`config.mk`:
```
export PLATFORM = sky130hd
export DESIGN_NAME = sfo_lane
export DESIGN_NICKNAME = d
export VERILOG_FILES = /design/src/rtl/spherical_fold_offset_macros.svh /design/src/rtl/sfo_pkg.sv /design/src/rtl/sfo_lane.sv
export SDC_FILE = /design/constraint.sdc
export NUM_CORES = 1
export LEC_CHECK = 0
export CAP_MARGIN = 5
export CORE_UTILIZATION = 66
export CTS_CLUSTER_DIAMETER = 150
export DETAILED_ROUTE_END_ITERATION = 16
export DONT_BUFFER_PORTS = 1
export PLACE_DENSITY = 0.87
export SYNTH_ARGS = -nofsm -noshare
export SYNTH_HDL_FRONTEND = slang
export SYNTH_SLANG_ARGS = --single-unit
```
`constraint.sdc`:
```
create_clock -name clk -period 9.63 [get_ports clk]
set_input_delay 0.4815 -clock clk [delete_from_list [all_inputs] [get_ports clk]]
set_output_delay 0.4815 -clock clk [all_outputs]
set_load 0.005 [all_outputs]
```
`src/rtl/spherical_fold_offset_macros.svh`:
```
// Assertion macros shared by the spherical fold offset RTL.
`ifndef SPHERICAL_FOLD_OFFSET_MACROS_SVH
`define SPHERICAL_FOLD_OFFSET_MACROS_SVH

// Checks that a condition holds in the same cycle as its trigger.
`define SFO_ASSERT_IMP(lbl, ante, cons, msg) \
  lbl: assert property (@(posedge clk) disable iff (!rst_n) (ante) |-> (cons)) \
    else $error(msg);

// Checks that a condition holds in the cycle after its trigger.
`define SFO_ASSERT_NXT(lbl, ante, cons, msg) \
  lbl: assert property (@(posedge clk) disable iff (!rst_n) (ante) |=> (cons)) \
    else $error(msg);

`endif

```
`src/rtl/sfo_pkg.sv`:
```
// Shared widths, payload type and register indexes of the spherical fold offset block.
package sfo_pkg;
  localparam int COORD_W    = 32;
  localparam int DE_W       = 40;
  localparam int FRAC_W     = 24;
  localparam int MINR2_W    = 25;
  localparam int SQ_W       = 2 * FRAC_W;
  localparam int SCALE_W    = 2 * FRAC_W + 1;
  localparam int DIV_STAGES = SCALE_W;
  localparam int TWEAK_W    = 42;
  localparam int CFG_ADDR_W = 3;
  localparam int CFG_DATA_W = 40;
  localparam int LANES      = 4;

  typedef struct packed {
    logic signed [DE_W-1:0]    de;
    logic signed [COORD_W-1:0] w;
    logic signed [COORD_W-1:0] z;
    logic signed [COORD_W-1:0] y;
    logic signed [COORD_W-1:0] x;
  } item_t;

  localparam int ITEM_W = $bits(item_t);

  typedef enum logic [CFG_ADDR_W-1:0] {
    REG_OFFSET_X  = 3'd0,
    REG_OFFSET_Y  = 3'd1,
    REG_OFFSET_Z  = 3'd2,
    REG_OFFSET_W  = 3'd3,
    REG_MIN_R2    = 3'd4,
    REG_TWEAK_EN  = 3'd5,
    REG_DE_SCALE  = 3'd6,
    REG_DE_OFFSET = 3'd7
  } cfg_reg_t;
endpackage

```
`src/rtl/sfo_lane.sv`:
```
// One coordinate lane: folded distance from the offset and its square.
module sfo_lane (
  input  logic                                clk,
  input  logic                                en,
  input  logic signed [sfo_pkg::COORD_W-1:0]  coord,
  input  logic signed [sfo_pkg::COORD_W-1:0]  offset,
  output logic        [sfo_pkg::SQ_W-1:0]     sq,
  output logic                                big
);
  import sfo_pkg::*;

  localparam int A_W  = COORD_W + 2;
  localparam int AM_W = COORD_W + 1;

  logic signed [A_W-1:0]  cx;
  logic signed [A_W-1:0]  a_nxt;
  logic signed [A_W-1:0]  a_r;
  logic        [AM_W-1:0] am;
  logic        [FRAC_W-1:0] am_r;
  logic                   big1_r;
  logic                   big2_r;
  logic        [SQ_W-1:0] sq_r;

  assign cx    = A_W'(coord);
  assign a_nxt = ((cx < 0) ? -cx : cx) - A_W'(offset);
  assign am    = (a_r < 0) ? AM_W'(-a_r) : AM_W'(a_r);

  // A distance of 1.0 or more forces the scale to one, so only the low bits get squared.
  always_ff @(posedge clk) begin
    if (en) begin
      a_r    <= a_nxt;
      am_r   <= am[FRAC_W-1:0];
      big1_r <= |am[AM_W-1:FRAC_W];
      sq_r   <= SQ_W'(am_r) * SQ_W'(am_r);
      big2_r <= big1_r;
    end
  end

  assign sq  = sq_r;
  assign big = big2_r;
endmodule

```
# Word-level counts from Yosys, hierarchy flattened
# Index checks and enable logic that the tools add are counted.
# word_totals
register_bits	108
# op_classes
add_sub_neg	3
mul	1
magnitude_cmp	2
mux	2
reduce_logical	1
# ops
cell	n
24-bit by 24-bit multiplier with 48-bit output	1
34-bit by 1-bit < comparator with 1-bit output (second input constant)	1
34-bit two-way mux	1
32-bit negation with 34-bit output	1
34-bit by 32-bit subtractor with 34-bit output	1
33-bit two-way mux	1
33-bit negation	1
32-bit by 1-bit < comparator with 1-bit output (second input constant)	1
9-bit OR reduction	1

# Logic depth before layout (Yosys ltp)
# depth
depth_word	3
ltp_mapped	26

# Worst setup path after synthesis
# No wires, ideal clock.
# synth_path
path_kind	register to register
startpoint	register am_r[18]
endpoint	register sq_r[42] (netlist: sq[42]) (data pin)
arrival_time_ns	7.043
required_time_ns	9.456
setup_slack_ns	2.412
stages_incl_launch_ff	25
path_buffers	2
synth_period_minus_slack_ns	7.218
path_cell_list	edfxtp_1 -> clkbuf_1 -> clkbuf_1 -> nand2_1 -> fa_1 -> inv_1 -> fa_1 -> fa_1 -> inv_1 -> fa_1 -> inv_1 -> fa_1 -> fa_1 -> inv_1 -> fa_1 -> inv_1 -> ha_1 -> and3_1 -> nor2b_1 -> nand4_1 -> or3_1 -> a2111oi_1 -> o211ai_1 -> and4b_1 -> a311oi_1
# synth_between
elab_chain_cells	1
# synth_rtl
element	line_no	source
from (decl)	sfo_lane.sv:19	logic [FRAC_W-1:0] am_r;
from (signal assigned)	sfo_lane.sv:32	am_r <= am[FRAC_W-1:0];
24-bit by 24-bit multiplier with 48-bit output	sfo_lane.sv:34	sq_r <= SQ_W'(am_r) * SQ_W'(am_r);
to (signal assigned)	sfo_lane.sv:34	
to (decl)	sfo_lane.sv:22	logic [SQ_W-1:0] sq_r;
# No other way between the ends.
# A chain may end at the register's enable or synchronous reset.

# Final worst setup path
# layout_path
startpoint	register am_r[3]
endpoint	register sq_r[42] (netlist: sq[42]) (data pin)
# The elaborated chain is that of the path after synthesis.

==> key figures <==
Routing
  – Pre-Repair DR Iteration Count: 5
  – Via/cell ratio: about 5.8
  – Post-route antenna net violation count: 0
  – Vias: between 15,000 and 20,000
  – WL/cell: approximately 19 um
  – DR iter-0 viols: around 1,200
  – DRC violations left: 0
  – Total Wirelength: approximately 52 mm

Timing
  – Final Max Slew Viols: 0
  – Tcrit/Tclk final: 0.916
  – RSZ-0062 raised after global routing: no
  – FMAX: 113 MHz
  – Final TNS setup: 0 ns
  – Final setup violation count: 0
  – Slew @ Worst Pin: 1.22 ns
  – Final clock skew: 0.0129 ns
  – Slew headroom: 0.184
  – Hold Fails Final Rpt: 0
  – Min Tclk post-route: about 9 ns

CTS
  – Total CTS buffers: 9
  – Clock-pin slew on the worst setup and hold paths: approximately 0.080 ns
  – Post_cts resized: 0
  – H-tree depth: 3
  – TritonCTS clock tree: built
  – Hold_buf cts: 0
  – CTS Sinks: approximately 110
  – Clock latency on the worst-skew pair: approximately 0.38 ns
  – Clk root buf: clkbuf_16
  – Post-CTS setup buffers: 0
  – Clock tree buffer depth: 2

Global route
  – Global-route wire length before repair: between 80 and 90 mm
  – Largest net degree at the start of global routing: 108
  – Total GRT Usage: 0.320
  – Global route overflow: 0
  – Vias in the first global route: ~18,000
  – Initial antenna violation count: 2

Synthesis
  – Mean Syn Cell Area: ~9.6 um2
  – Post-synthesis sequential area ratio: 0.142
  – Prevailing post-synth register cell: edfxtp_1
  – Yosys Warn Count: 0
  – Yosys top cell area share: 0.376
  – Ranking of synthesized cells by area: fa_1, edfxtp_1, ha_1
  – Register bit total from synthesis: around 110
  – Mapped Area: 22,500 um2
  – Most common library cells after synthesis: inv_1, fa_1, ha_1, nand2_1, and2_1
  – Post-synth EDFFs: around 110
  – Async set or reset register ratio after synthesis: 0
  – Most numerous cell in the Yosys netlist: inv_1
  – Library cells used by synthesis: 70
  – Cell count after synthesis: ~2,400
  – Cell taking the most area after synthesis: fa_1

Worst setup path
  – Setup CP Type: flip-flop to flip-flop
  – Worst Path Max Fanout: 25
  – Startpoint types: flip-flop
  – Worst Path Required: 9.84 ns
  – Critical Path Sink Type: flip-flop
  – Crit path DAT: 9.03 ns

Floorplanning
  – DIE AREA: approximately 35,000 um2
  – Core ar.: 33,600 um2
  – Rows: 67
  – Top Ports: 115
  – Initial Util: 0.671
  – Chip height: roughly 190 um
  – Die width: around 190 um

Layout
  – Filler cells: roughly 2,300
  – Design area: between 20,000 and 25,000 um2
  – Area growth, synth to finish: 3.22%
  – Post-layout net count: 3,017
  – Share of layout cells above drive strength 1: 0.0198

Placement
  – Final Wtd Congestion: around 0.94
  – HPWL after DPL: about 42 mm
  – Post-place instance area: around 23,000 um2
  – I/O Buffers: 0

Min path
  – HP Class: input port to flip-flop

Status
  – Status: completed

Flow run
  – Max_cap viols: 0
[through the flow]
step	utilization	setup WS, ns	std cells	hold slack [ns]
floorplan	-	2.41	2351	0.400
global placement	0.684	1.36	2751	0.410
detailed placement	0.684	1.04	2751	0.420
CTS	0.692	1.02	2766	0.200
global route	0.692	0.529	2766	0.198
finish	0.692	0.811	2767	0.206
[routing by layer]
metal | up-vias | track usage | part of all wire
li1 | 7187 | - | -
met5 | - | 0 | 0.00025
met1 | 7930 | 0.392 | 0.36
met3 | 211 | 0.0582 | 0.089
met4 | 2 | 0.161 | 0.049
met2 | 848 | 0.546 | 0.50
[cell families after synthesis]
kind of cell    count (synthesis)  synth area share
fa+ha+maj                     637             0.495
flops                         107             0.142
simple gates                  499             0.112
mux                             5           0.00233
compound gates                284            0.0825
other cells                     1          0.000166
xor+xnor                      131            0.0512
buf+inv                       686             0.114
[final cells by class]
type                            count  area (um2)  share of cell area
Multi-Input combinational cell   1558       16800               0.720
Timing Repair Buffer               14         105             0.00452
Clock buffer                       10         229             0.00984
Inverter                          624        2340               0.101
Antenna cell                        1        2.50            0.000108
Sequential cell                   107        3210               0.138
Tap cell                          448         561              0.0241
Clock inverter                      5        61.3             0.00263
[path summary, 6_finish.rpt]
kind | from | to | slack (ns) | cells after the start
setup / recovery | am_r[3]$_DFFE_PP_ | sq[42]$_DFFE_PP_ | 0.81 | 22
setup reg to reg | am_r[3]$_DFFE_PP_ | sq[42]$_DFFE_PP_ | 0.81 | 22
hold reg to reg | big1_r$_DFFE_PP_ | big$_DFFE_PP_ | 0.42 | 0
hold / removal | en | sq[36]$_DFFE_PP_ | 0.21 | 0
[registers in the layout, summed over array words and instances, names as in the netlist]
register  flops
sq           47
am_r         24
big           1
a_r          34
big1_r        1
[worst max-delay path, cell delays in order (launching register included)]
cell and delay (ns):
edfxtp_1 1.14, nand2_1 0.29, fa_1 0.55, inv_1 0.05, fa_1 0.46, fa_1 0.56
inv_1 0.06, fa_1 0.50, inv_1 0.06, fa_1 0.49, fa_1 0.50, inv_1 0.05
fa_1 0.47, inv_1 0.04, ha_1 0.41, and3_1 0.26, nor2b_1 0.26, nand4_1 0.13
or3_1 0.47, a2111oi_1 1.12, o211ai_1 0.28, and4b_1 0.27, a311oi_1 0.23
[placed cells by master (no fill, tap or decap), types with 3 or more instances in the layout]
cell type	count
inv_1	624
fa_1	424
ha_1	213
nand2_1	207
and2_1	122
edfxtp_1	107
xnor2_1	97
a21oi_1	76
o21ai_0	55
nor2_1	48
a21o_1	37
xor2_1	33
o31ai_1	18
nor3_1	17
nor2b_1	14
buf_4	14
nand3_1	13
nand2b_1	12
or3_1	11
o41ai_1	10
nand4_1	10
a31oi_1	10
or4_1	9
and3_1	9
o21a_1	9
clkbuf_16	9
a221oi_1	8
o211ai_1	8
o21bai_1	8
or2_2	6
a211oi_1	6
and4_1	5
nor4_1	4
a311oi_1	4
o31a_1	4
o21ai_1	3
mux2i_1	3
a221o_1	3
a211o_1	3
a21boi_0	3
Power is not shown: default switching activity piles up to over one toggle a cycle in this logic, so the estimate is an artifact.
